**config.mk**
```make
export PLATFORM = sky130hd
export DESIGN_NAME = csu_front
export DESIGN_NICKNAME = d
export VERILOG_FILES = /design/src/rtl/csu_pkg.sv /design/src/rtl/csu_front.sv
export VERILOG_INCLUDE_DIRS = /design/src /design/src/rtl
export SDC_FILE = /design/constraint.sdc
export NUM_CORES = 2
export LEC_CHECK = 0
export BUFFER_PORTS_ARGS = -buffer_cell sky130_fd_sc_hd__buf_2
export CORE_ASPECT_RATIO = 1.2
export CORE_UTILIZATION = 53
export DETAILED_ROUTE_END_ITERATION = 8
export PLACE_DENSITY_LB_ADDON = 0.1
export SYNTH_ARGS = -nofsm -noshare
export SYNTH_HDL_FRONTEND = slang
export SYNTH_SLANG_ARGS = --single-unit
export TNS_END_PERCENT = 5
```
**constraint.sdc**
```tcl
create_clock -name aclk -period 13.4 [get_ports aclk]
set_input_delay 0.67 -clock aclk [delete_from_list [all_inputs] [get_ports aclk]]
set_output_delay 0.67 -clock aclk [all_outputs]
set_load 0.05 [all_outputs]
```
**src/rtl/cosine_similarity_unit_assert.svh**
```systemverilog
// Assertion macros shared by the cosine similarity unit modules.
`ifndef COSINE_SIMILARITY_UNIT_ASSERT_SVH
`define COSINE_SIMILARITY_UNIT_ASSERT_SVH

// The consequent must hold in the same cycle as the antecedent.
`define CSU_ASSERT_NOW(label, clk, rst_n, ante, cons) \
    label: assert property (@(posedge clk) disable iff (!rst_n) (ante) |-> (cons)) \
        else $error("cosine similarity unit: check failed");

// The consequent must hold in the cycle after the antecedent.
`define CSU_ASSERT_NEXT(label, clk, rst_n, ante, cons) \
    label: assert property (@(posedge clk) disable iff (!rst_n) (ante) |=> (cons)) \
        else $error("cosine similarity unit: check failed");

`endif

```
**src/rtl/csu_pkg.sv**
```systemverilog
// Shared types and constants of the cosine similarity unit.
package csu_pkg;

    // Element and result widths.
    localparam int ELEM_W = 16;
    localparam int SIM_W  = 16;

    // Accumulator width and the limits that the accumulators saturate at.
    localparam int ACC_W = 44;
    localparam logic signed [ACC_W-1:0] DOT_MAX = {1'b0, {(ACC_W-1){1'b1}}};
    localparam logic signed [ACC_W-1:0] DOT_MIN = {1'b1, {(ACC_W-1){1'b0}}};
    localparam logic [ACC_W-1:0] NORM_MAX = {ACC_W{1'b1}};

    // Shared multiplier works on halves of an accumulator value.
    localparam int HALF_W = ACC_W / 2;
    localparam int PROD_W = 2 * ACC_W;

    // Square root recurrence: 16 result bits, 122-bit remainder datapath.
    localparam int ROOT_BITS = 16;
    localparam int CNT_W     = 4;
    localparam int ROOT_W    = 122;
    localparam int L_SHIFT   = 32;
    localparam int V_SHIFT   = 2 * (ROOT_BITS - 1);

    // Largest positive similarity.
    localparam logic [SIM_W-1:0] SIM_MAX = {1'b0, {(SIM_W-1){1'b1}}};

    // Depth of the queue between front and back end.
    localparam int Q_DEPTH = 2;
    localparam int Q_PTR_W = $clog2(Q_DEPTH);

    // Finished accumulator set of one vector pair.
    typedef struct packed {
        logic signed [ACC_W-1:0] dot;
        logic [ACC_W-1:0]        norm_a;
        logic [ACC_W-1:0]        norm_b;
    } acc_set_t;

    // Back end sequencer states.
    typedef enum logic [2:0] {
        BK_IDLE,
        BK_MUL_SQ,
        BK_MUL_NN,
        BK_ROOT,
        BK_OUT
    } bk_state_t;

endpackage

```
**src/rtl/csu_front.sv**
```systemverilog
// Front end: accepts element pairs and accumulates dot product and norms.
`include "cosine_similarity_unit_assert.svh"

module csu_front (
    input  logic                aclk,
    input  logic                aresetn,
    input  logic                s_tvalid,
    output logic                s_tready,
    input  logic [31:0]         s_tdata,   // [15:0] a_elem, [31:16] b_elem
    input  logic                s_tlast,   // last_elem
    input  logic                q_full,
    output logic                q_push,
    output csu_pkg::acc_set_t   q_data
);

    logic signed [csu_pkg::ACC_W-1:0] dot_reg, dot_next;
    logic [csu_pkg::ACC_W-1:0]        na_reg, na_next;
    logic [csu_pkg::ACC_W-1:0]        nb_reg, nb_next;

    logic signed [csu_pkg::ELEM_W-1:0] a_elem, b_elem;
    logic signed [2*csu_pkg::ELEM_W-1:0] prod_ab, prod_aa, prod_bb;
    logic [csu_pkg::ACC_W:0]           dot_sum, na_sum, nb_sum;
    logic signed [csu_pkg::ACC_W-1:0]  dot_sat;
    logic [csu_pkg::ACC_W-1:0]         na_sat, nb_sat;
    logic                              accept;

    // An item is taken whenever the queue can hold a finished vector.
    assign s_tready = !q_full;
    assign accept   = s_tvalid && s_tready;

    assign a_elem = s_tdata[csu_pkg::ELEM_W-1:0];
    assign b_elem = s_tdata[2*csu_pkg::ELEM_W-1:csu_pkg::ELEM_W];

    // Element products.
    assign prod_ab = a_elem * b_elem;
    assign prod_aa = a_elem * a_elem;
    assign prod_bb = b_elem * b_elem;

    // Wide sums with one guard bit.
    assign dot_sum = {dot_reg[csu_pkg::ACC_W-1], dot_reg}
                   + {{(csu_pkg::ACC_W+1-2*csu_pkg::ELEM_W){prod_ab[2*csu_pkg::ELEM_W-1]}},
                      prod_ab};
    assign na_sum  = {1'b0, na_reg}
                   + {{(csu_pkg::ACC_W+1-2*csu_pkg::ELEM_W){1'b0}}, prod_aa};
    assign nb_sum  = {1'b0, nb_reg}
                   + {{(csu_pkg::ACC_W+1-2*csu_pkg::ELEM_W){1'b0}}, prod_bb};

    // Saturate to the accumulator range.
    always_comb begin
        if (dot_sum[csu_pkg::ACC_W] != dot_sum[csu_pkg::ACC_W-1]) begin
            dot_sat = dot_sum[csu_pkg::ACC_W] ? csu_pkg::DOT_MIN : csu_pkg::DOT_MAX;
        end else begin
            dot_sat = dot_sum[csu_pkg::ACC_W-1:0];
        end
        na_sat = na_sum[csu_pkg::ACC_W] ? csu_pkg::NORM_MAX : na_sum[csu_pkg::ACC_W-1:0];
        nb_sat = nb_sum[csu_pkg::ACC_W] ? csu_pkg::NORM_MAX : nb_sum[csu_pkg::ACC_W-1:0];
    end

    // The last item hands the totals to the queue and clears the accumulators.
    assign q_push        = accept && s_tlast;
    assign q_data.dot    = dot_sat;
    assign q_data.norm_a = na_sat;
    assign q_data.norm_b = nb_sat;

    always_comb begin
        dot_next = dot_reg;
        na_next  = na_reg;
        nb_next  = nb_reg;
        if (accept) begin
            if (s_tlast) begin
                dot_next = '0;
                na_next  = '0;
                nb_next  = '0;
            end else begin
                dot_next = dot_sat;
                na_next  = na_sat;
                nb_next  = nb_sat;
            end
        end
    end

    always_ff @(posedge aclk) begin
        if (!aresetn) begin
            dot_reg <= '0;
            na_reg  <= '0;
            nb_reg  <= '0;
        end else begin
            dot_reg <= dot_next;
            na_reg  <= na_next;
            nb_reg  <= nb_next;
        end
    end

    // A vector ends with all accumulators cleared.
    `CSU_ASSERT_NEXT(a_front_clear, aclk, aresetn, q_push, (dot_reg == '0) && (na_reg == '0) && (nb_reg == '0))
    // A norm can only be zero while every product so far was zero.
    `CSU_ASSERT_NOW(a_front_zero_norm, aclk, aresetn, (na_reg == '0) || (nb_reg == '0), dot_reg == '0)

endmodule

```
==> flow_metrics.tcl <==
set metrics [dict create \
    layout_common_cells "inv_1 (988), fa_1 (825), nand2_1 (523), ha_1 (369), nor2_1 (225)" \
    fin_nets 5786 \
    synth_fp_nets 5760 \
    setup_viol 0 \
    fin_tns_setup_ps 0 \
    num_vias 29885 \
    ys.flop_type "dfxtp_1" \
    worstSetupStartpointType "input pin" \
    grt.total_usage 0.283 \
    clock_tree.root_cell "clkbuf_16" \
    min_path_type "reg2reg" \
    synthArstFlopShare 0 \
    layout_worst_path_cycle_share 0.817 \
    final_common_cell "inv_1" \
    cts_tree "built" \
    synthSimpleGateAreaFrac 0.136 \
    grt_max_degree 55 \
    vias_per_cell 5.37 \
    rows 109 \
    synth_seq_area_share 0.0664 \
    overflow 0 \
    synthXorXnorAreaFrac 0.0407 \
    yosysUniqueCellTypes 87 \
    max_cap_viol_count 0 \
    post-dp-hpwl_um 82900 \
    insertion_delay_ps 500 \
    max_freq_mhz 91.3 \
    hold_buffers 0 \
    grt.busiest_layer "met2" \
    io_pins 171 \
    numCtsBuffers 17 \
    drive_gt1_frac 0.0593 \
    multi_input_area_sq_um 32700 \
    drtIter0Drc 1458 \
    synth_top_family_by_area "adder cells" \
    cpMostUsedCell "fa_1" \
    grt_setup_unrepaired "false" \
    coreArea_sq_um 73900 \
    cts_resized 0 \
    ys_ff_latch 132 \
    cpPeakStageDelay_ps 860 \
    clock_path_buffers 2 \
    detail-route-antenna-nets 0 \
    syn_inst 4529 \
    syn_avg_cell_area_sq_um 8.78 \
    synthTopCellsByArea "fa_1 (42%), ha_1 (12%), inv_1 (9.3%)" \
    fillCellCount 6951 \
    slew_headroom 0.255 \
    finalHoldViolCount 0 \
    wl_per_cell_um 18.4 \
    cp-end-kind "output pin" \
    dieArea_sq_um 76100 \
    cp.required_ps 12730 \
    drcViolationCount 0 \
    netlist_area_sq_um 39800 \
    status "finished, final reports clean" \
    yosys_warnings 0 \
    postCtsSetupBuffers 0 \
    yosys.area.top_type_share 0.415 \
    synth_area_leader_cell "fa_1" \
    cp_slowest_cell "nand3_1" \
    met3_usage 0.0331 \
    drt_wl_total_um 102000 \
    drv_slew 0 \
    synthAdderAreaFrac 0.533 \
    initial_utilization 0.538 \
    clkTransAtPathRegs_ps 80 \
    path_max_fanout 28 \
    period_needed_ps 10950 \
    clock_sinks 132 \
    crit_type "in2out" \
    dr.pass1.iters 6 \
    antenna_found_initial 0 \
    synth.area.mux_share 0.00378 \
    grt_pass1_wl_um 167000 \
    synth_edf_count 0 \
    synth-compound-area-share 0.106 \
    worst_pin_slew_ps 1110 \
    die_x_um 252 \
    die_y_um 302 \
    met2_usage 0.504 \
    use_met1 0.355 \
    place_congestion 0.921 \
    area_growth_syn_to_layout_pct 5.38 \
    h-tree-depth 4 \
    worst_ep_arrival_time_ps 10280 \
    skew_ps 22.8 \
    regArea_sq_um 2640 \
    place.port_buffers 170 \
    grt_pass1_vias 31606 \
]
==> per-layer routing <==
layer | vias to the layer above | wire (um) | part of all wire
met4 | 0 | 3520 | 0.034
met1 | 15057 | 42100 | 0.41
met2 | 630 | 52700 | 0.51
met5 | - | 0 | 0
met3 | 140 | 4040 | 0.039
li1 | 14058 | - | -
==> cell usage after synthesis, drive strengths merged (33+ instances only) <==
cell	number
nand3	49
nand2	524
and2	170
inv	988
buf	33
a22o	49
o21ai	139
and3	38
nor3	35
xor2	64
nor2b	39
xnor2	120
a21o	68
nand2b	42
dfxtp	132
a21oi	194
ha	369
nor2	226
clkbuf	153
fa	825
==> stage by stage <==
stage | std cells | instance area, sq um | setup slack, ps | hold slack, ps | utilization
2_1_floorplan | 4529 | 39800 | 3940 | 431 | -
3_3_place_gp | 5535 | 41300 | 2600 | 441 | 0.559
3_5_place_dp | 5535 | 41300 | 2540 | 448 | 0.559
4_1_cts | 5567 | 41900 | 2500 | 459 | 0.567
5_1_grt | 5567 | 41900 | 1830 | 478 | 0.567
6_report | 5568 | 41900 | 2450 | 457 | 0.567
==> critical path, delay by kind of cell <==
kind	cells	cell delay (ps)
and+or+nand+nor	6	1950
xor gates and xnor gates	2	360
buffers and inverters	6	1670
AOI/OAI and AO/OA	11	2050
adders and majority gates	8	3530
==> cells by family (layout without fill, tap and decap cells) <==
family / Yosys count / in the layout
mux: 14 / 14
compound gates: 643 / 643
xor+xnor: 184 / 184
other cells: 0 / 1
fa+ha+maj: 1202 / 1202
simple gates: 1176 / 1176
buf+inv: 1178 / 1217
flops: 132 / 132
==> layout make-up <==
class	instances	area share
Clock buffer	17	0.0102
Inverter	992	0.0888
Clock inverter	15	0.00436
Tap cell	999	0.0298
Antenna cell	1	0.0000597
Multi-Input combinational cell	3219	0.779
Sequential cell	132	0.0631
Timing Repair Buffer	193	0.0244
==> path summary, 6_finish.rpt <==
kind         cells after the start                       end  slack, ps                      from
min                              2  dot_reg[39]$_SDFFE_PN0P_        460  dot_reg[39]$_SDFFE_PN0P_
max                             33                q_data[45]       2450                s_tdata[2]
min reg2reg                      2  dot_reg[39]$_SDFFE_PN0P_        460  dot_reg[39]$_SDFFE_PN0P_
max reg2reg                     21  dot_reg[42]$_SDFFE_PN0P_       6730  dot_reg[15]$_SDFFE_PN0P_
Power is not shown: default switching activity piles up to over one toggle a cycle in this logic, so the estimate is an artifact.
