$ cat src/rtl/cosine_similarity_unit_assert.svh
// Assertion macros shared by the cosine similarity unit modules.
`ifndef COSINE_SIMILARITY_UNIT_ASSERT_SVH
`define COSINE_SIMILARITY_UNIT_ASSERT_SVH

// The consequent must hold in the same cycle as the antecedent.
`define CSU_ASSERT_NOW(label, clk, rst_n, ante, cons) \
    label: assert property (@(posedge clk) disable iff (!rst_n) (ante) |-> (cons)) \
        else $error("cosine similarity unit: check failed");

// The consequent must hold in the cycle after the antecedent.
`define CSU_ASSERT_NEXT(label, clk, rst_n, ante, cons) \
    label: assert property (@(posedge clk) disable iff (!rst_n) (ante) |=> (cons)) \
        else $error("cosine similarity unit: check failed");

`endif

$ cat src/rtl/csu_pkg.sv
// Shared types and constants of the cosine similarity unit.
package csu_pkg;

    // Element and result widths.
    localparam int ELEM_W = 16;
    localparam int SIM_W  = 16;

    // Accumulator width and the limits that the accumulators saturate at.
    localparam int ACC_W = 44;
    localparam logic signed [ACC_W-1:0] DOT_MAX = {1'b0, {(ACC_W-1){1'b1}}};
    localparam logic signed [ACC_W-1:0] DOT_MIN = {1'b1, {(ACC_W-1){1'b0}}};
    localparam logic [ACC_W-1:0] NORM_MAX = {ACC_W{1'b1}};

    // Shared multiplier works on halves of an accumulator value.
    localparam int HALF_W = ACC_W / 2;
    localparam int PROD_W = 2 * ACC_W;

    // Square root recurrence: 16 result bits, 122-bit remainder datapath.
    localparam int ROOT_BITS = 16;
    localparam int CNT_W     = 4;
    localparam int ROOT_W    = 122;
    localparam int L_SHIFT   = 32;
    localparam int V_SHIFT   = 2 * (ROOT_BITS - 1);

    // Largest positive similarity.
    localparam logic [SIM_W-1:0] SIM_MAX = {1'b0, {(SIM_W-1){1'b1}}};

    // Depth of the queue between front and back end.
    localparam int Q_DEPTH = 2;
    localparam int Q_PTR_W = $clog2(Q_DEPTH);

    // Finished accumulator set of one vector pair.
    typedef struct packed {
        logic signed [ACC_W-1:0] dot;
        logic [ACC_W-1:0]        norm_a;
        logic [ACC_W-1:0]        norm_b;
    } acc_set_t;

    // Back end sequencer states.
    typedef enum logic [2:0] {
        BK_IDLE,
        BK_MUL_SQ,
        BK_MUL_NN,
        BK_ROOT,
        BK_OUT
    } bk_state_t;

endpackage

$ cat src/rtl/csu_back.sv
// Back end: squares, norm product, square-root recurrence and result register.
`include "cosine_similarity_unit_assert.svh"

module csu_back (
    input  logic              aclk,
    input  logic              aresetn,
    input  logic              q_valid,
    input  csu_pkg::acc_set_t q_data,
    output logic              q_pop,
    output logic              m_tvalid,
    input  logic              m_tready,
    output logic [15:0]       m_tdata,   // [15:0] similarity
    output logic              m_tuser    // degenerate
);

    csu_pkg::bk_state_t state_reg, state_next;

    logic [csu_pkg::CNT_W-1:0]     cnt_reg, cnt_next;
    logic [csu_pkg::ACC_W-1:0]     mag_reg, mag_next;
    logic [csu_pkg::ACC_W-1:0]     na_reg, na_next;
    logic [csu_pkg::ACC_W-1:0]     nb_reg, nb_next;
    logic                          neg_reg, neg_next;
    logic                          degen_reg, degen_next;
    logic [csu_pkg::PROD_W-1:0]    acc_reg, acc_next;
    logic [csu_pkg::ROOT_W-1:0]    r_reg, r_next;
    logic [csu_pkg::ROOT_W-1:0]    u_reg, u_next;
    logic [csu_pkg::ROOT_W-1:0]    v_reg, v_next;
    logic [csu_pkg::ROOT_BITS-1:0] m_reg, m_next;
    logic [csu_pkg::SIM_W-1:0]     sim_reg, sim_next;
    logic                          ovalid_reg, ovalid_next;
    logic                          uflag_reg, uflag_next;

    logic                          in_degen;
    logic                          out_free;
    logic                          load_out;
    logic [csu_pkg::ACC_W-1:0]     op_x, op_y;
    logic [csu_pkg::HALF_W-1:0]    mul_x, mul_y;
    logic [csu_pkg::ACC_W-1:0]     pp;
    logic [csu_pkg::PROD_W-1:0]    pp_shift;
    logic [csu_pkg::PROD_W-1:0]    acc_sum;
    logic [csu_pkg::ROOT_W-1:0]    root_d;
    logic                          root_take;
    logic [csu_pkg::ROOT_BITS:0]   k_val;
    logic [csu_pkg::SIM_W-1:0]     sim_calc;

    assign in_degen = (q_data.norm_a == '0) || (q_data.norm_b == '0);
    assign out_free = !ovalid_reg || m_tready;

    // Next state.
    always_comb begin
        state_next = state_reg;
        unique case (state_reg)
            csu_pkg::BK_IDLE: begin
                if (q_valid) begin
                    state_next = in_degen ? csu_pkg::BK_OUT : csu_pkg::BK_MUL_SQ;
                end
            end
            csu_pkg::BK_MUL_SQ: begin
                if (cnt_reg[1:0] == 2'b11) begin
                    state_next = csu_pkg::BK_MUL_NN;
                end
            end
            csu_pkg::BK_MUL_NN: begin
                if (cnt_reg[1:0] == 2'b11) begin
                    state_next = csu_pkg::BK_ROOT;
                end
            end
            csu_pkg::BK_ROOT: begin
                if (cnt_reg == '0) begin
                    state_next = csu_pkg::BK_OUT;
                end
            end
            csu_pkg::BK_OUT: begin
                if (out_free) begin
                    state_next = csu_pkg::BK_IDLE;
                end
            end
            default: state_next = csu_pkg::BK_IDLE;
        endcase
    end

    // Sequencer outputs.
    always_comb begin
        q_pop    = 1'b0;
        load_out = 1'b0;
        unique case (state_reg)
            csu_pkg::BK_IDLE: q_pop    = q_valid;
            csu_pkg::BK_OUT:  load_out = out_free;
            default: begin
                q_pop    = 1'b0;
                load_out = 1'b0;
            end
        endcase
    end

    // Shared 22x22 multiplier: four partial products per 44x44 product.
    assign op_x  = (state_reg == csu_pkg::BK_MUL_NN) ? na_reg : mag_reg;
    assign op_y  = (state_reg == csu_pkg::BK_MUL_NN) ? nb_reg : mag_reg;
    assign mul_x = cnt_reg[0] ? op_x[csu_pkg::ACC_W-1:csu_pkg::HALF_W]
                              : op_x[csu_pkg::HALF_W-1:0];
    assign mul_y = cnt_reg[1] ? op_y[csu_pkg::ACC_W-1:csu_pkg::HALF_W]
                              : op_y[csu_pkg::HALF_W-1:0];
    assign pp    = mul_x * mul_y;

    always_comb begin
        unique case (cnt_reg[1:0])
            2'b00:        pp_shift = {{csu_pkg::ACC_W{1'b0}}, pp};
            2'b01, 2'b10: pp_shift = {{csu_pkg::HALF_W{1'b0}}, pp, {csu_pkg::HALF_W{1'b0}}};
            default:      pp_shift = {pp, {csu_pkg::ACC_W{1'b0}}};
        endcase
    end

    assign acc_sum = acc_reg + pp_shift;

    // One result bit per step: accept it when the remainder covers the increment.
    assign root_d    = u_reg + v_reg;
    assign root_take = (r_reg >= root_d);

    // Rounded magnitude from the floor root, then sign and saturation.
    assign k_val = ({1'b0, m_reg} + (csu_pkg::ROOT_BITS+1)'(1)) >> 1;

    always_comb begin
        if (neg_reg) begin
            sim_calc = csu_pkg::SIM_W'(-k_val);
        end else if (k_val > {1'b0, csu_pkg::SIM_MAX}) begin
            sim_calc = csu_pkg::SIM_MAX;
        end else begin
            sim_calc = k_val[csu_pkg::SIM_W-1:0];
        end
    end

    // Datapath register updates.
    always_comb begin
        cnt_next   = cnt_reg;
        mag_next   = mag_reg;
        na_next    = na_reg;
        nb_next    = nb_reg;
        neg_next   = neg_reg;
        degen_next = degen_reg;
        acc_next   = acc_reg;
        r_next     = r_reg;
        u_next     = u_reg;
        v_next     = v_reg;
        m_next     = m_reg;
        unique case (state_reg)
            csu_pkg::BK_IDLE: begin
                if (q_valid) begin
                    neg_next   = q_data.dot[csu_pkg::ACC_W-1];
                    mag_next   = q_data.dot[csu_pkg::ACC_W-1] ? -q_data.dot : q_data.dot;
                    na_next    = q_data.norm_a;
                    nb_next    = q_data.norm_b;
                    degen_next = in_degen;
                    acc_next   = '0;
                    cnt_next   = '0;
                end
            end
            csu_pkg::BK_MUL_SQ: begin
                if (cnt_reg[1:0] == 2'b11) begin
                    // Squared dot product scaled by 2^32 seeds the remainder.
                    r_next   = {{(csu_pkg::ROOT_W-csu_pkg::PROD_W-csu_pkg::L_SHIFT){1'b0}},
                                acc_sum, {csu_pkg::L_SHIFT{1'b0}}};
                    acc_next = '0;
                    cnt_next = '0;
                end else begin
                    acc_next = acc_sum;
                    cnt_next = cnt_reg + 1'b1;
                end
            end
            csu_pkg::BK_MUL_NN: begin
                if (cnt_reg[1:0] == 2'b11) begin
                    // Norm product aligned to the top result bit.
                    v_next   = {{(csu_pkg::ROOT_W-csu_pkg::PROD_W-csu_pkg::V_SHIFT){1'b0}},
                                acc_sum, {csu_pkg::V_SHIFT{1'b0}}};
                    u_next   = '0;
                    m_next   = '0;
                    acc_next = '0;
                    cnt_next = csu_pkg::CNT_W'(csu_pkg::ROOT_BITS - 1);
                end else begin
                    acc_next = acc_sum;
                    cnt_next = cnt_reg + 1'b1;
                end
            end
            csu_pkg::BK_ROOT: begin
                if (root_take) begin
                    r_next = r_reg - root_d;
                    u_next = (u_reg >> 1) + v_reg;
                    m_next = m_reg | (csu_pkg::ROOT_BITS'(1) << cnt_reg);
                end else begin
                    u_next = u_reg >> 1;
                end
                v_next   = v_reg >> 2;
                cnt_next = cnt_reg - 1'b1;
            end
            csu_pkg::BK_OUT: begin
                cnt_next = cnt_reg;
            end
            default: begin
                cnt_next = cnt_reg;
            end
        endcase
    end

    // Result register: holds an item until the sink takes it.
    always_comb begin
        ovalid_next = ovalid_reg;
        sim_next    = sim_reg;
        uflag_next  = uflag_reg;
        if (ovalid_reg && m_tready) begin
            ovalid_next = 1'b0;
        end
        if (load_out) begin
            ovalid_next = 1'b1;
            sim_next    = degen_reg ? '0 : sim_calc;
            uflag_next  = degen_reg;
        end
    end

    always_ff @(posedge aclk) begin
        if (!aresetn) begin
            state_reg  <= csu_pkg::BK_IDLE;
            ovalid_reg <= 1'b0;
        end else begin
            state_reg  <= state_next;
            ovalid_reg <= ovalid_next;
        end
    end

    always_ff @(posedge aclk) begin
        cnt_reg   <= cnt_next;
        mag_reg   <= mag_next;
        na_reg    <= na_next;
        nb_reg    <= nb_next;
        neg_reg   <= neg_next;
        degen_reg <= degen_next;
        acc_reg   <= acc_next;
        r_reg     <= r_next;
        u_reg     <= u_next;
        v_reg     <= v_next;
        m_reg     <= m_next;
        sim_reg   <= sim_next;
        uflag_reg <= uflag_next;
    end

    assign m_tvalid = ovalid_reg;
    assign m_tdata  = sim_reg;
    assign m_tuser  = uflag_reg;

    // A degenerate item always carries a zero similarity.
    `CSU_ASSERT_NOW(a_back_degen_zero, aclk, aresetn, ovalid_reg && uflag_reg, sim_reg == '0)
    // Root bits at and below the current step are still clear.
    `CSU_ASSERT_NOW(a_back_root_order, aclk, aresetn, state_reg == csu_pkg::BK_ROOT, (m_reg << (4'd15 - cnt_reg)) == 16'd0)

endmodule
$ cat config.mk
export PLATFORM = sky130hd
export DESIGN_NAME = csu_back
export DESIGN_NICKNAME = d
export VERILOG_FILES = /design/src/rtl/csu_pkg.sv /design/src/rtl/csu_back.sv
export VERILOG_INCLUDE_DIRS = /design/src /design/src/rtl
export SDC_FILE = /design/constraint.sdc
export NUM_CORES = 2
export LEC_CHECK = 0
export BUFFER_PORTS_ARGS = -buffer_cell sky130_fd_sc_hd__buf_4
export CORE_ASPECT_RATIO = 1.2
export CORE_MARGIN = 2
export CORE_UTILIZATION = 48
export CTS_CLUSTER_DIAMETER = 40
export DETAILED_ROUTE_END_ITERATION = 8
export MAX_ROUTING_LAYER = met4
export PLACE_DENSITY = 0.61
export SETUP_SLACK_MARGIN = 0.5
export SYNTH_ARGS = -nofsm -noshare
export SYNTH_HDL_FRONTEND = slang
export SYNTH_SLANG_ARGS = --single-unit
$ cat constraint.sdc
create_clock -name aclk -period 56.2 [get_ports aclk]
set_clock_uncertainty 0.1 [all_clocks]
set_input_delay 5.62 -clock aclk [delete_from_list [all_inputs] [get_ports aclk]]
set_output_delay 5.62 -clock aclk [all_outputs]
set_load 0.02 [all_outputs]
==> results.md <==
- Sequential share of the synthesized area: 0.265
- #FFs+latches synth: 625
- Die height: 424 um
- Postcts setup bufs: 0
- Grt ovf: 0
- WP data required: 56630 ps
- Die width: 354 um
- Vias/cell: 6.18
- Total iterations of the first detailed-routing run: 5
- Dpl hpwl: 225000 um
- Slowest stage delay, CP: 1120 ps
- CTS clk-pin slew, worst paths: 60 ps
- CTS Buffer Depth: 3
- Fillers: 13944
- Area grow syn2layout: 10.2%
- Netlist cell types: 105
- Final setup viols: 0
- RSZ-0062 raised after global routing: no
- CP max-delay cell: o31ai_2
- First-pass GRT wire length: 405000 um
- H-tree depth: 3
- Starting Density: 0.482
- Min Tclk post-route: 14730 ps
- Async set-reset flop share out of synthesis: 0
- Commonest non-fill, non-tap cell in the layout: nand2_1
- CTS Root Cell: clkbuf_16
- Post-CTS sizing: 0
- Commonest cells after routing, fill and taps aside: nand2_1 (1032), nor2_1 (850), a21oi_1 (776)
- Slew Viols, Final: 0
- Max-cap violations: 0
- Port bufs: 154
- Drt wl/cell: 26.7 um
- Number of synthesized flops with an enable pin: 621
- Setup CP Type: reg -> reg
- Routed wire length: 276000 um
- Post-route ant nets: 0
- Syn_nets: 9463
- Via count: 63781
- Mean Syn Cell Area: 8.50 um^2
- Worst slew pin tran: 1390 ps
- Routability cong.: 1.05
- Largest net degree at the start of global routing: 123
- I/O pin count: 155
- Fin crit share: 0.262
- Fmax: 67.9 MHz
- Critical Path Sink Type: flop
- Status: complete, no violations
- Setup TNS: 0 ps
- Site row count: 154
- Worst path bufs/invs: 6
- Post-Syn Area: 0.0706 mm^2
- Fraction of layout cells with a size suffix above 1: 0.0713
- CP dominant cell by count: fa_1
- CTS tree: done
- CP delay by family, top: compound AO/OA/AOI/OAI gates
- Final net count: 9416
- Worst Hold Class: reg -> reg
- Worst Path Arrival: 15160 ps
- All-Layer GR Usage: 0.372
- Ys flop type: edfxtp_1
- Clock sink count: 625
- Initial antenna violation count: 3
- Core area: 0.146 mm^2
- Num CTS Buffers: 121
- Ys Warns: 0
- Number of global-route vias before repair: 64570
- Worst Setup Start Kind: flop
- Die area: 0.150 mm^2
- Clock latency on the worst-skew pair: 780 ps
- Drc violations: 0
- Final hold viol count: 0
- Slew Limit Headroom: 0.0667
- Initial DRC count: 4982
- Gate Count Post-Synth: 8311
- CTS Hold Bufs: 0
- Largest fanout on the critical path: 90
[area by class of cell]
class | count | area, um^2 | area share
diodes | 1 | 2.50 | 0.0000322
clock buffers | 124 | 3040 | 0.0391
clock inverters | 106 | 1220 | 0.0156
inverters | 594 | 2230 | 0.0287
multi-input cells | 6674 | 48300 | 0.620
flip-flops and latches | 625 | 18700 | 0.241
well taps | 1950 | 2440 | 0.0314
repair buffers | 248 | 1890 | 0.0243
[metal layers]
layer  vias up  share of wire  global-route usage
li1      29516              -                   -
met4         0          0.082               0.255
met1     31176           0.37               0.407
met2      2336           0.49               0.625
met3       753          0.058              0.0530
met5         -              0                   -
[stage by stage]
stage	cells	utilization	hold WS (ps)	cell area (um^2)	setup WS, ps
floorplan	8311	-	430	70600	30730
global placement	10089	0.502	497	73500	41640
detailed placement	10090	0.502	505	73500	41540
CTS	10320	0.531	519	77800	41520
global route	10321	0.531	548	77800	40860
finish	10322	0.531	514	77800	41470
[synthesized netlist by cell type (210+ instances only)]
| cell | number | area share |
|---|---|---|
| clkbuf_1 | 337 | 0.018 |
| fa_1 | 401 | 0.11 |
| nor2_1 | 853 | 0.045 |
| xor2_1 | 210 | 0.026 |
| a21o_1 | 314 | 0.033 |
| inv_1 | 594 | 0.032 |
| a21oi_1 | 776 | 0.055 |
| nand2_1 | 1034 | 0.055 |
| o21ai_0 | 445 | 0.032 |
| edfxtp_1 | 621 | 0.26 |
| ha_1 | 615 | 0.11 |
| xnor2_1 | 310 | 0.038 |
[path summary, 6_finish.rpt]
| kind | from | endpoint | slack (ps) | cells after the start |
|---|---|---|---|---|
| min reg2reg | v_reg[87]$_DFFE_PP_ | v_reg[85]$_DFFE_PP_ | 510 | 2 |
| max reg2reg | state_reg[2]$_SDFFE_PN0P_ | r_reg[118]$_DFFE_PP_ | 41470 | 44 |
| min | v_reg[87]$_DFFE_PP_ | v_reg[85]$_DFFE_PP_ | 510 | 2 |
| max | state_reg[2]$_SDFFE_PN0P_ | r_reg[118]$_DFFE_PP_ | 41470 | 44 |
[worst register-to-register path: cells and delay by family, from the launching register on]
kind	cells	cell delay (ps)
buffers and inverters	6	1450
DFF	1	720
and+or+nand+nor	12	1960
xor gates and xnor gates	2	440
AOI/OAI and AO/OA	15	5300
adders and majority gates	9	4490
[cells by family (layout without fill, tap and decap cells)]
family	Yosys count	count (layout)	synth area share
other	0	1	0
muxes	21	21	0.00404
xor gates and xnor gates	520	520	0.0645
adders and majority gates	1016	1016	0.223
DFF	625	625	0.265
AOI/OAI and AO/OA	2346	2346	0.212
and+or+nand+nor	2771	2771	0.177
buffers and inverters	1012	1072	0.0550
Power is not shown: default switching activity piles up to over one toggle a cycle in this logic, so the estimate is an artifact.
