$ cat src/rtl/cosine_similarity_unit_assert.svh
// Assertion macros shared by the cosine similarity unit modules.
`ifndef COSINE_SIMILARITY_UNIT_ASSERT_SVH
`define COSINE_SIMILARITY_UNIT_ASSERT_SVH

// The consequent must hold in the same cycle as the antecedent.
`define CSU_ASSERT_NOW(label, clk, rst_n, ante, cons) \
    label: assert property (@(posedge clk) disable iff (!rst_n) (ante) |-> (cons)) \
        else $error("cosine similarity unit: check failed");

// The consequent must hold in the cycle after the antecedent.
`define CSU_ASSERT_NEXT(label, clk, rst_n, ante, cons) \
    label: assert property (@(posedge clk) disable iff (!rst_n) (ante) |=> (cons)) \
        else $error("cosine similarity unit: check failed");

`endif

$ cat src/rtl/csu_pkg.sv
// Shared types and constants of the cosine similarity unit.
package csu_pkg;

    // Element and result widths.
    localparam int ELEM_W = 16;
    localparam int SIM_W  = 16;

    // Accumulator width and the limits that the accumulators saturate at.
    localparam int ACC_W = 44;
    localparam logic signed [ACC_W-1:0] DOT_MAX = {1'b0, {(ACC_W-1){1'b1}}};
    localparam logic signed [ACC_W-1:0] DOT_MIN = {1'b1, {(ACC_W-1){1'b0}}};
    localparam logic [ACC_W-1:0] NORM_MAX = {ACC_W{1'b1}};

    // Shared multiplier works on halves of an accumulator value.
    localparam int HALF_W = ACC_W / 2;
    localparam int PROD_W = 2 * ACC_W;

    // Square root recurrence: 16 result bits, 122-bit remainder datapath.
    localparam int ROOT_BITS = 16;
    localparam int CNT_W     = 4;
    localparam int ROOT_W    = 122;
    localparam int L_SHIFT   = 32;
    localparam int V_SHIFT   = 2 * (ROOT_BITS - 1);

    // Largest positive similarity.
    localparam logic [SIM_W-1:0] SIM_MAX = {1'b0, {(SIM_W-1){1'b1}}};

    // Depth of the queue between front and back end.
    localparam int Q_DEPTH = 2;
    localparam int Q_PTR_W = $clog2(Q_DEPTH);

    // Finished accumulator set of one vector pair.
    typedef struct packed {
        logic signed [ACC_W-1:0] dot;
        logic [ACC_W-1:0]        norm_a;
        logic [ACC_W-1:0]        norm_b;
    } acc_set_t;

    // Back end sequencer states.
    typedef enum logic [2:0] {
        BK_IDLE,
        BK_MUL_SQ,
        BK_MUL_NN,
        BK_ROOT,
        BK_OUT
    } bk_state_t;

endpackage

$ cat src/rtl/csu_queue.sv
// Short queue of finished accumulator sets between front and back end.
`include "cosine_similarity_unit_assert.svh"

module csu_queue (
    input  logic              aclk,
    input  logic              aresetn,
    input  logic              push,
    input  csu_pkg::acc_set_t wdata,
    output logic              full,
    output logic              valid,
    output csu_pkg::acc_set_t rdata,
    input  logic              pop
);

    csu_pkg::acc_set_t            entry_reg [csu_pkg::Q_DEPTH];
    logic [csu_pkg::Q_PTR_W-1:0]  wr_ptr_reg, wr_ptr_next;
    logic [csu_pkg::Q_PTR_W-1:0]  rd_ptr_reg, rd_ptr_next;
    logic [csu_pkg::Q_PTR_W:0]    count_reg, count_next;

    assign full  = (count_reg == (csu_pkg::Q_PTR_W+1)'(csu_pkg::Q_DEPTH));
    assign valid = (count_reg != '0);
    assign rdata = entry_reg[rd_ptr_reg];

    // Pointer and fill count updates.
    always_comb begin
        wr_ptr_next = push ? wr_ptr_reg + 1'b1 : wr_ptr_reg;
        rd_ptr_next = pop  ? rd_ptr_reg + 1'b1 : rd_ptr_reg;
        count_next  = count_reg;
        if (push && !pop) begin
            count_next = count_reg + 1'b1;
        end else if (pop && !push) begin
            count_next = count_reg - 1'b1;
        end
    end

    always_ff @(posedge aclk) begin
        if (!aresetn) begin
            wr_ptr_reg <= '0;
            rd_ptr_reg <= '0;
            count_reg  <= '0;
        end else begin
            wr_ptr_reg <= wr_ptr_next;
            rd_ptr_reg <= rd_ptr_next;
            count_reg  <= count_next;
        end
    end

    // Entry storage.
    always_ff @(posedge aclk) begin
        if (push) begin
            entry_reg[wr_ptr_reg] <= wdata;
        end
    end

    `CSU_ASSERT_NOW(a_queue_no_overrun, aclk, aresetn, push, !full || pop)
    `CSU_ASSERT_NOW(a_queue_no_underrun, aclk, aresetn, pop, valid)

endmodule

$ cat config.mk
export PLATFORM = sky130hd
export DESIGN_NAME = csu_queue
export DESIGN_NICKNAME = d
export VERILOG_FILES = /design/src/rtl/csu_pkg.sv /design/src/rtl/csu_queue.sv
export VERILOG_INCLUDE_DIRS = /design/src /design/src/rtl
export SDC_FILE = /design/constraint.sdc
export NUM_CORES = 1
export LEC_CHECK = 0
export BUFFER_PORTS_ARGS = -buffer_cell sky130_fd_sc_hd__buf_2
export CORE_MARGIN = 2
export CORE_UTILIZATION = 44
export DETAILED_ROUTE_END_ITERATION = 10
export PLACE_DENSITY = 0.77
export RECOVER_POWER = 50
export SLEW_MARGIN = 20
export SYNTH_ARGS = -nofsm -noshare
export SYNTH_HDL_FRONTEND = slang
export SYNTH_SLANG_ARGS = --single-unit
$ cat constraint.sdc
create_clock -name aclk -period 9.2 [get_ports aclk]
set_clock_uncertainty 0.1 [all_clocks]
set_input_delay 0 -clock aclk [delete_from_list [all_inputs] [get_ports aclk]]
set_output_delay 0 -clock aclk [all_outputs]
set_load 0.05 [all_outputs]
==> results.tsv, run 1 <==
stage	metric	value	unit
synthesis	Mean Syn Cell Area	23.3	sq um
global_routing	number of global-route vias before repair	5979	
floorplan	Core ar.	0.0226	sq mm
floorplan	Site Rows	55	
place	input/output buffers	269	
clock_tree	Post-CTS Setup Bufs	0	
timing	Setup violations, final	0	
cells_and_area	Area Overhead vs Synth	37.3	%
critical_path	crit path DAT	5210	ps
critical_path	Worst setup SP type	flip-flop	
drt	DR vias	5528	
clock_tree	CTS Root Cell	clkbuf_16	
timing	relative slew slack	-193	%
global_routing	grt total ovfl	0	
synthesis	Synth area leader	edfxtp_1	
clock_tree	Clk Latency, worst-skew pair	520	ps
global_routing	largest net degree at the start of global routing	69	
floorplan	Die ar.	0.0241	sq mm
global_routing	initial antenna violation count	1	
power_and_ir_drop	Max rail drop VDD	0.168	mV
critical_path	reg-to-reg endpoint	entry_reg[1][88]	
drt	Routed WL	20900	um
critical_path	crit path to	entry_reg[1][88]	
global_routing	GRT Overall Usage	16.7	%
clock_tree	post_cts resized	0	
power_and_ir_drop	net switching fraction of the power	26.0	%
status	status	finished with violations	
run	Max Cap Viol	1	
synthesis	post-synth cell types	18	
timing	Slew @ Worst Pin	4400	ps
synthesis	synthesized cell area	0.0101	sq mm
synthesis	#FFs+latches synth	269	
synthesis	syn_nets	570	
clock_tree	# H-tree levels	1	
drt	average wire per standard cell	17.9	um
timing	Period Utilization, post-route	56.2	%
clock_tree	hold buffer count at cts	136	
power_and_ir_drop	P_sw	0.802	mW
synthesis	register area share after synthesis	79.7	%
timing	worst hold margin	93.3	ps
timing	setup TNS	0	ps
timing	final hold viol count	0	
power_and_ir_drop	P_int	2.29	mW
place	placed insts	977	
place	hpwl dp	12100	um
drt	first-pass detailed-route iteration total	4	
critical_path	Critical path origin	wr_ptr_reg	
drt	met1 wire length	7990	um
critical_path	critical path class	reg -> reg	
synthesis	Mapped Cells	433	
drt	ANT nets after route	0	
floorplan	Starting Density	44.6	%
clock_tree	TritonCTS Buffers	28	
critical_path	Critical R2R Launch	wr_ptr_reg	
drt	routed vias/inst	4.74	
floorplan	Chip Width	155	um
status	failing checks	capacitance limit, slew limit	
timing	RSZ-0062 raised after global routing	no	
drt	met2 routed wirelength	11100	um
critical_path	Max FO, Critical Path	68	
clock_tree	clock slew at reported path FFs	60	ps
global_routing	first-pass GRT wire length	31800	um
cells_and_area	most frequent cells in the layout	264 x edfxtp_1, 156 x buf_2, 136 x dlygate4sd3_1	
critical_path	R2R cell count	2	
cells_and_area	share of layout cells above drive strength 1	38.3	%
clock_tree	CTS Sinks	269	
clock_tree	clk buf depth	3	
power_and_ir_drop	Clock power frac	36.4	%
min_path	HP Class	in -> reg	
critical_path	R2R Setup Slk	4030	ps
critical_path	CP Capture Type	flip-flop	
critical_path	Worst EP required	9240	ps
floorplan	I/O pin count	270	
power_and_ir_drop	Seq pwr share	46.5	%
drt	met3 wire len	1410	um
place	routability cong.	0.696	
drt	Initial DRC Count	289	
cells_and_area	Layout fillers	1659	
drt	uppermost layer routed	met4	
floorplan	Die Ht	155	um
drt	# DRC	0	
clock_tree	CTS tree	yes	
cells_and_area	fin cells	1166	
synthesis	Ys Warns	0	
synthesis	share of the synthesized area in the top cell type	78.7	%
cells_and_area	Final #Nets	995	
power_and_ir_drop	P per Cell Area	223	mW/mm^2
power_and_ir_drop	Leakage	5.17	nW
timing	FMAX	0.193	GHz
timing	min Tclk post-route	5170	ps
cells_and_area	number of flip-flops in the largest register	264	
synthesis	synth top area cells	edfxtp_1 79%, mux2_4 12%, mux2_2 5.8%	
cells_and_area	commonest non-fill, non-tap cell in the layout	edfxtp_1	
power_and_ir_drop	Gate power share	17.1	%
timing	Slew Limit Fails	66	
==> area by class of cell <==
class | count | area (sq um) | area share, %
clock buffers | 37 | 756 | 5.46
well taps | 285 | 357 | 2.58
repair buffers | 410 | 2610 | 18.9
flip-flops and latches | 269 | 8030 | 58.0
diodes | 1 | 2.50 | 0.0181
inverters | 1 | 3.75 | 0.0271
clock inverters | 15 | 174 | 1.26
multi-input cells | 148 | 1900 | 13.8
==> cells by family (layout without fill, tap and decap cells) <==
kind of cell             Yosys count  after routing  synth area share (%)
flip-flops                       269            269                  79.7
multiplexers                     132            132                  17.7
buffers and inverters             16            463                  1.44
AND/OR/NAND/NOR                    9              9                 0.559
AO/OA/AOI/OAI                      3              3                 0.199
XOR/XNOR                           3              3                 0.261
adder cells (fa/ha/maj)            1              1                 0.124
other                              0              1                     0
==> synth_stat cells, drive strengths merged <==
| cell type | number |
|---|---|
| xor2 | 2 |
| ha | 1 |
| o21a | 1 |
| o21ai | 1 |
| edfxtp | 264 |
| buf | 15 |
| mux2 | 132 |
| and2 | 4 |
| xnor2 | 1 |
| or2 | 1 |
| inv | 1 |
| a21boi | 1 |
| nor2b | 3 |
| or3 | 1 |
| dfxtp | 5 |
==> layer usage <==
layer  global-route usage [%]  up-vias
met5                        0        -
met2                     30.8      201
met1                     19.5     2708
li1                         -     2580
met4                     4.76        0
met3                     3.96       39
==> critical path: stages (launching register included) <==
cell and delay [ps]:
dfxtp_1 350, and2_0 3120, buf_4 1080
==> worst min-delay path by stage <==
stage               slack [ps]                 to  startpoint  cells after the start
finish                      90  entry_reg[0][129]  wdata[129]                      2
global route                80  entry_reg[0][129]  wdata[129]                      2
CTS                         60   entry_reg[1][72]   wdata[72]                      2
detailed placement          90   entry_reg[1][85]   wdata[85]                      1
global placement            90   entry_reg[0][29]   wdata[29]                      1
floorplan                   -1    entry_reg[0][0]    wdata[0]                      0
==> per-stage QoR <==
step	power (mW)	worst slack (ps)	utilization [%]	instance area, sq um
detailed placement	1.95	6590	51.8	11700
finish	3.09	4030	61.3	13800
global placement	1.94	6610	51.8	11700
floorplan	1.84	2320	-	10100
CTS	3.12	6560	61.9	14000
global route	3.20	3450	61.3	13800
==> power by group through the flow <==
stage / Clock, mW / Combinational, mW / Sequential [mW]
floorplan: 0 / 0.381 / 1.46
global placement: 0 / 0.482 / 1.46
detailed placement: 0 / 0.486 / 1.46
CTS: 1.15 / 0.534 / 1.44
global route: 1.20 / 0.551 / 1.44
finish: 1.12 / 0.527 / 1.44
Note: power is estimated with default switching activity, not from simulation.
==> run 2: changes to the inputs <==
Clock period 9.2 ns to 5.4 ns, I/O delays scaled along.
==> results.tsv, run 2 (same netlist as run 1, synthesis figures left out) <==
stage	metric	value	unit	change
status	status	finished, final reports clean		was finished with violations
critical_path	CP bufs+invs	2		was 1
timing	Period Utilization, post-route	51.7	%	
cells_and_area	Area Overhead vs Synth	36.1	%	was 37.3%
critical_path	Critical R2R Launch	wr_ptr_reg		unchanged
timing	relative slew slack	34.0	%	was -193%
place	Area after DPL	0.0117	sq mm	about the same
clock_tree	Post-CTS Setup Bufs	0		unchanged
place	Setup WS pre-CTS	2960	ps	was 6590 ps
global_routing	first-pass GRT wire length	30700	um	was 31,800 um
timing	final hold viol count	0		unchanged
place	placed insts	977		unchanged
cells_and_area	Final #Nets	994		was 995
drt	Routed WL	20400	um	was 20,900 um
place	routability cong.	0.738		was 0.696
critical_path	Max FO, Critical Path	82		was 68
timing	min Tclk post-route	2790	ps	
cells_and_area	commonest non-fill, non-tap cell in the layout	edfxtp_1		unchanged
critical_path	worst path cell trace	buf_12 > mux2_2 > buf_2		was and2_0 > buf_4
timing	setup ws final	2610	ps	was 4030 ps
timing	Slew Limit Fails	0		was 66
global_routing	initial antenna violation count	2		was 1
floorplan	Starting Density	44.6	%	unchanged
critical_path	CP Capture Type	output pin		was flip-flop
clock_tree	Clk Latency, worst-skew pair	520	ps	about the same
global_routing	GRT Overall Usage	16.3	%	was 16.7%
global_routing	number of global-route vias before repair	5978		was 5,979
cells_and_area	Layout fillers	1666		was 1,659
drt	routed vias/inst	4.76		was 4.74
critical_path	critical path class	reg -> out		was reg -> reg
floorplan	Site Rows	55		unchanged
floorplan	Die ar.	0.0241	sq mm	unchanged
drt	ANT nets after route	0		unchanged
cells_and_area	fin util	60.7	%	was 61.3%
clock_tree	# H-tree levels	1		unchanged
clock_tree	hold buffer count at cts	136		unchanged
critical_path	family with the most delay on the worst path	flip-flops		was simple AND/OR/NAND/NOR gates
floorplan	Chip Width	155	um	unchanged
clock_tree	CTS Sinks	269		unchanged
drt	first-pass detailed-route iteration total	4		unchanged
clock_tree	CTS tree	yes		unchanged
timing	FMAX	0.359	GHz	
power_and_ir_drop	Leakage	5.14	nW	was 5.17 nW
timing	Slew @ Worst Pin	990	ps	was 4400 ps
cells_and_area	Multi-input gate area	0.00191	sq mm	was 0.00190 sq mm
drt	DR vias	5528		unchanged
floorplan	I/O pin count	270		unchanged
critical_path	slowest stage delay, CP	870	ps	was 3120 ps
timing	Setup violations, final	0		unchanged
power_and_ir_drop	total power	4.99	mW	was 3.09 mW
timing	RSZ-0062 raised after global routing	no		unchanged
clock_tree	clk buf depth	3		unchanged
clock_tree	post_cts resized	0		unchanged
cells_and_area	Register Area	0.00803	sq mm	about the same
cells_and_area	design area	0.0137	sq mm	was 0.0138 sq mm
clock_tree	CTS Root Cell	clkbuf_16		unchanged
cells_and_area	number of flip-flops in the largest register	264		unchanged
place	hpwl dp	11600	um	was 12,100 um
global_routing	grt total ovfl	0		unchanged
critical_path	slowest stage cell, crit path	dfxtp_4		was and2_0
power_and_ir_drop	Max rail drop VDD	0.309	mV	was 0.168 mV
power_and_ir_drop	P per Cell Area	364	mW/mm^2	was 223 mW/mm^2
cells_and_area	fin cells	1162		was 1,166
global_routing	largest net degree at the start of global routing	83		was 69
clock_tree	TritonCTS Buffers	27		was 28
place	input/output buffers	269		unchanged
drt	Initial DRC Count	318		was 289
critical_path	crit path DAT	2690	ps	was 5210 ps
floorplan	Core ar.	0.0226	sq mm	unchanged
clock_tree	clock slew at reported path FFs	60	ps	about the same
drt	# DRC	0		unchanged
drt	average wire per standard cell	17.5	um	was 17.9 um
timing	setup TNS	0	ps	unchanged
cells_and_area	most frequent cells in the layout	264 x edfxtp_1, 173 x buf_2, 136 x dlygate4sd3_1		was 264 x edfxtp_1, 156 x buf_2, 136 x dlygate4sd3_1
min_path	critical hold path startpoint	wdata[107]		was wdata[129]
floorplan	Die Ht	155	um	unchanged
timing	worst hold margin	97.4	ps	was 93.3 ps
run	Max Cap Viol	0		was 1
critical_path	Worst setup SP type	flip-flop		unchanged
cells_and_area	share of layout cells above drive strength 1	39.7	%	was 38.3%
min_path	HP Class	in -> reg		unchanged
critical_path	Worst EP required	5300	ps	was 9240 ps
-- run 2: layout make-up --
type                            count  share of cell area (%)
Sequential cell                   269                    58.6
Timing Repair Buffer              410                    19.3
Multi-Input combinational cell    148                    13.9
Clock buffer                       42                    5.34
Tap cell                          285                    2.60
Clock inverter                      5                   0.228
Antenna cell                        2                  0.0365
Inverter                            1                  0.0274
-- run 2: worst reg2reg max path, cell delays in order, from the launching register on --
cell and delay [ps]:
dfxtp_1 390, and2_4 780, buf_4 750
-- run 2: layer usage --
| metal | vias up | wire length, um | track usage, % |
|---|---|---|---|
| li1 | 2574 | - | - |
| met1 | 2699 | 7900 | 18.7 |
| met2 | 209 | 10500 | 29.8 |
| met3 | 46 | 1360 | 4.32 |
| met4 | 0 | 610 | 5.02 |
| met5 | - | 0 | 0 |
-- run 2: worst paths after layout --
check | to | slack, ps | cells after the start
max | rdata[111] | 2610 | 3
min | entry_reg[0][107] | 100 | 2
max reg2reg | entry_reg[1][130] | 2990 | 2
min reg2reg | count_reg[1] | 440 | 2
-- run 2: power breakdown --
group          switching, mW  internal, mW  leakage (nW)  total [mW]
combinational          0.572         0.310          2.25       0.882
clock                  0.716         0.927         0.369        1.64
sequential            0.0447          2.42          2.52        2.46
total                   1.33          3.65          5.14        4.99
==> run 3: changes to the inputs <==
Clock period 5.4 ns to 2.6 ns, I/O delays scaled along.
==> results.tsv, run 3 (same netlist as run 1, synthesis figures left out) <==
stage	metric	value	unit	change
status	status	finished, final reports clean		unchanged
global_routing	grt total ovfl	0		unchanged
power_and_ir_drop	P_sw	2.81	mW	was 1.33 mW
clock_tree	TritonCTS Buffers	27		unchanged
place	Setup WS pre-CTS	847	ps	was 2960 ps
timing	relative slew slack	17.6	%	was 34.0%
floorplan	Die ar.	0.0241	sq mm	unchanged
clock_tree	Clk Latency, worst-skew pair	520	ps	about the same
run	Max Cap Viol	0		unchanged
global_routing	largest net degree at the start of global routing	84		was 83
floorplan	Chip Width	155	um	unchanged
clock_tree	post_cts resized	0		unchanged
cells_and_area	fin cells	1167		was 1,162
power_and_ir_drop	Leakage	5.25	nW	was 5.14 nW
clock_tree	Post-CTS Setup Bufs	0		unchanged
timing	final hold viol count	0		unchanged
timing	RSZ-0062 raised after global routing	no		unchanged
timing	FMAX	0.437	GHz	
cells_and_area	commonest non-fill, non-tap cell in the layout	edfxtp_1		unchanged
timing	Slew @ Worst Pin	1240	ps	was 990 ps
cells_and_area	Layout fillers	1632		was 1,666
critical_path	Worst EP required	2500	ps	was 5300 ps
power_and_ir_drop	Clock power frac	36.2	%	was 33.0%
cells_and_area	number of flip-flops in the largest register	264		unchanged
floorplan	Die Ht	155	um	unchanged
drt	# DRC	0		unchanged
critical_path	critical path class	reg -> out		unchanged
place	hpwl dp	12300	um	was 11,600 um
timing	Period Utilization, post-route	88.0	%	
critical_path	CP Capture Type	output pin		unchanged
clock_tree	CTS Root Cell	clkbuf_16		unchanged
clock_tree	CTS tree	yes		unchanged
floorplan	Site Rows	55		unchanged
global_routing	number of global-route vias before repair	6079		was 5,978
min_path	HP Class	in -> reg		unchanged
drt	first-pass detailed-route iteration total	4		unchanged
place	routability cong.	0.723		was 0.738
drt	Initial DRC Count	258		was 318
place	input/output buffers	269		unchanged
cells_and_area	fin util	61.7	%	was 60.7%
power_and_ir_drop	Seq pwr share	46.7	%	was 49.4%
timing	Slew Limit Fails	0		unchanged
power_and_ir_drop	net switching fraction of the power	25.7	%	was 26.7%
drt	Routed WL	21200	um	was 20,400 um
clock_tree	clock slew at reported path FFs	60	ps	about the same
global_routing	GRT Overall Usage	16.9	%	was 16.3%
cells_and_area	share of layout cells above drive strength 1	40.6	%	was 39.7%
drt	ANT nets after route	0		unchanged
power_and_ir_drop	P_int	8.12	mW	was 3.65 mW
cells_and_area	most frequent cells in the layout	264 x edfxtp_1, 169 x buf_2, 136 x dlygate4sd3_1		was 264 x edfxtp_1, 173 x buf_2, 136 x dlygate4sd3_1
critical_path	crit path DAT	2190	ps	was 2690 ps
drt	routed vias/inst	4.80		was 4.76
critical_path	Worst setup SP type	flip-flop		unchanged
power_and_ir_drop	Gate power share	17.1	%	was 17.7%
cells_and_area	Final #Nets	999		was 994
floorplan	Core ar.	0.0226	sq mm	unchanged
timing	min Tclk post-route	2290	ps	
timing	setup ws final	311	ps	was 2610 ps
global_routing	first-pass GRT wire length	31900	um	was 30,700 um
timing	Setup violations, final	0		unchanged
power_and_ir_drop	total power	10.9	mW	was 4.99 mW
place	placed insts	982		was 977
clock_tree	CTS Sinks	269		unchanged
floorplan	Starting Density	44.6	%	unchanged
global_routing	initial antenna violation count	0		was 2
drt	DR vias	5598		was 5,528
floorplan	I/O pin count	270		unchanged
power_and_ir_drop	P per Cell Area	784	mW/mm^2	was 364 mW/mm^2
drt	average wire per standard cell	18.2	um	was 17.5 um
clock_tree	# H-tree levels	1		unchanged
clock_tree	hold buffer count at cts	136		unchanged
clock_tree	clk buf depth	3		unchanged
timing	worst hold margin	98.9	ps	was 97.4 ps
power_and_ir_drop	Max rail drop VDD	0.693	mV	was 0.309 mV
cells_and_area	Area Overhead vs Synth	38.3	%	was 36.1%
critical_path	Max FO, Critical Path	28		was 82
cells_and_area	# diodes	0		was 2
run 3: critical path, stage by stage, from the launching register on:
cell and delay [ps]:
dfxtp_4 670, buf_4 380, mux2_2 390, buf_2 220
run 3: metal layers:
layer / vias to the layer above / wire (um) / global-route usage (%)
met2: 213 / 11300 / 31.2
met1: 2771 / 8050 / 19.5
met4: 0 / 431 / 4.72
met3: 36 / 1410 / 4.04
met5: - / 0 / 0
li1: 2578 / - / -
run 3: per-stage QoR:
step	cell area (sq um)	setup TNS, ps
after global routing	13900	0
after global placement	11800	0
after floorplan	10100	-27280
after CTS	14100	0
after detailed placement	11800	0
final	13900	0
run 3: power groups by stage:
| stage | Clock [mW] | Combinational (mW) | Sequential, mW |
|---|---|---|---|
| final | 3.96 | 1.87 | 5.10 |
| after global placement | 0 | 1.69 | 5.18 |
| after floorplan | 0 | 1.35 | 5.15 |
| after global routing | 4.23 | 1.95 | 5.12 |
| after detailed placement | 0 | 1.72 | 5.19 |
| after CTS | 4.04 | 1.89 | 5.10 |
run 3: final timing paths:
kind	startpoint	to	slack, ps	cells past startpoint
min	wdata[15]	entry_reg[1][15]	100	2
min reg2reg	count_reg[1]	count_reg[1]	420	2
max reg2reg	wr_ptr_reg	entry_reg[1][41]	580	2
max	flip-flop	rdata[10]	310	3
run 3: layout make-up:
class	instances	area (sq um)	share of cell area, %
clock inverter	9	143	1.02
tap	285	357	2.56
sequential	269	8030	57.6
inverter	1	3.75	0.0269
timing repair buffer	415	2710	19.5
clock buffer	40	774	5.56
multi-input combinational	148	1910	13.7
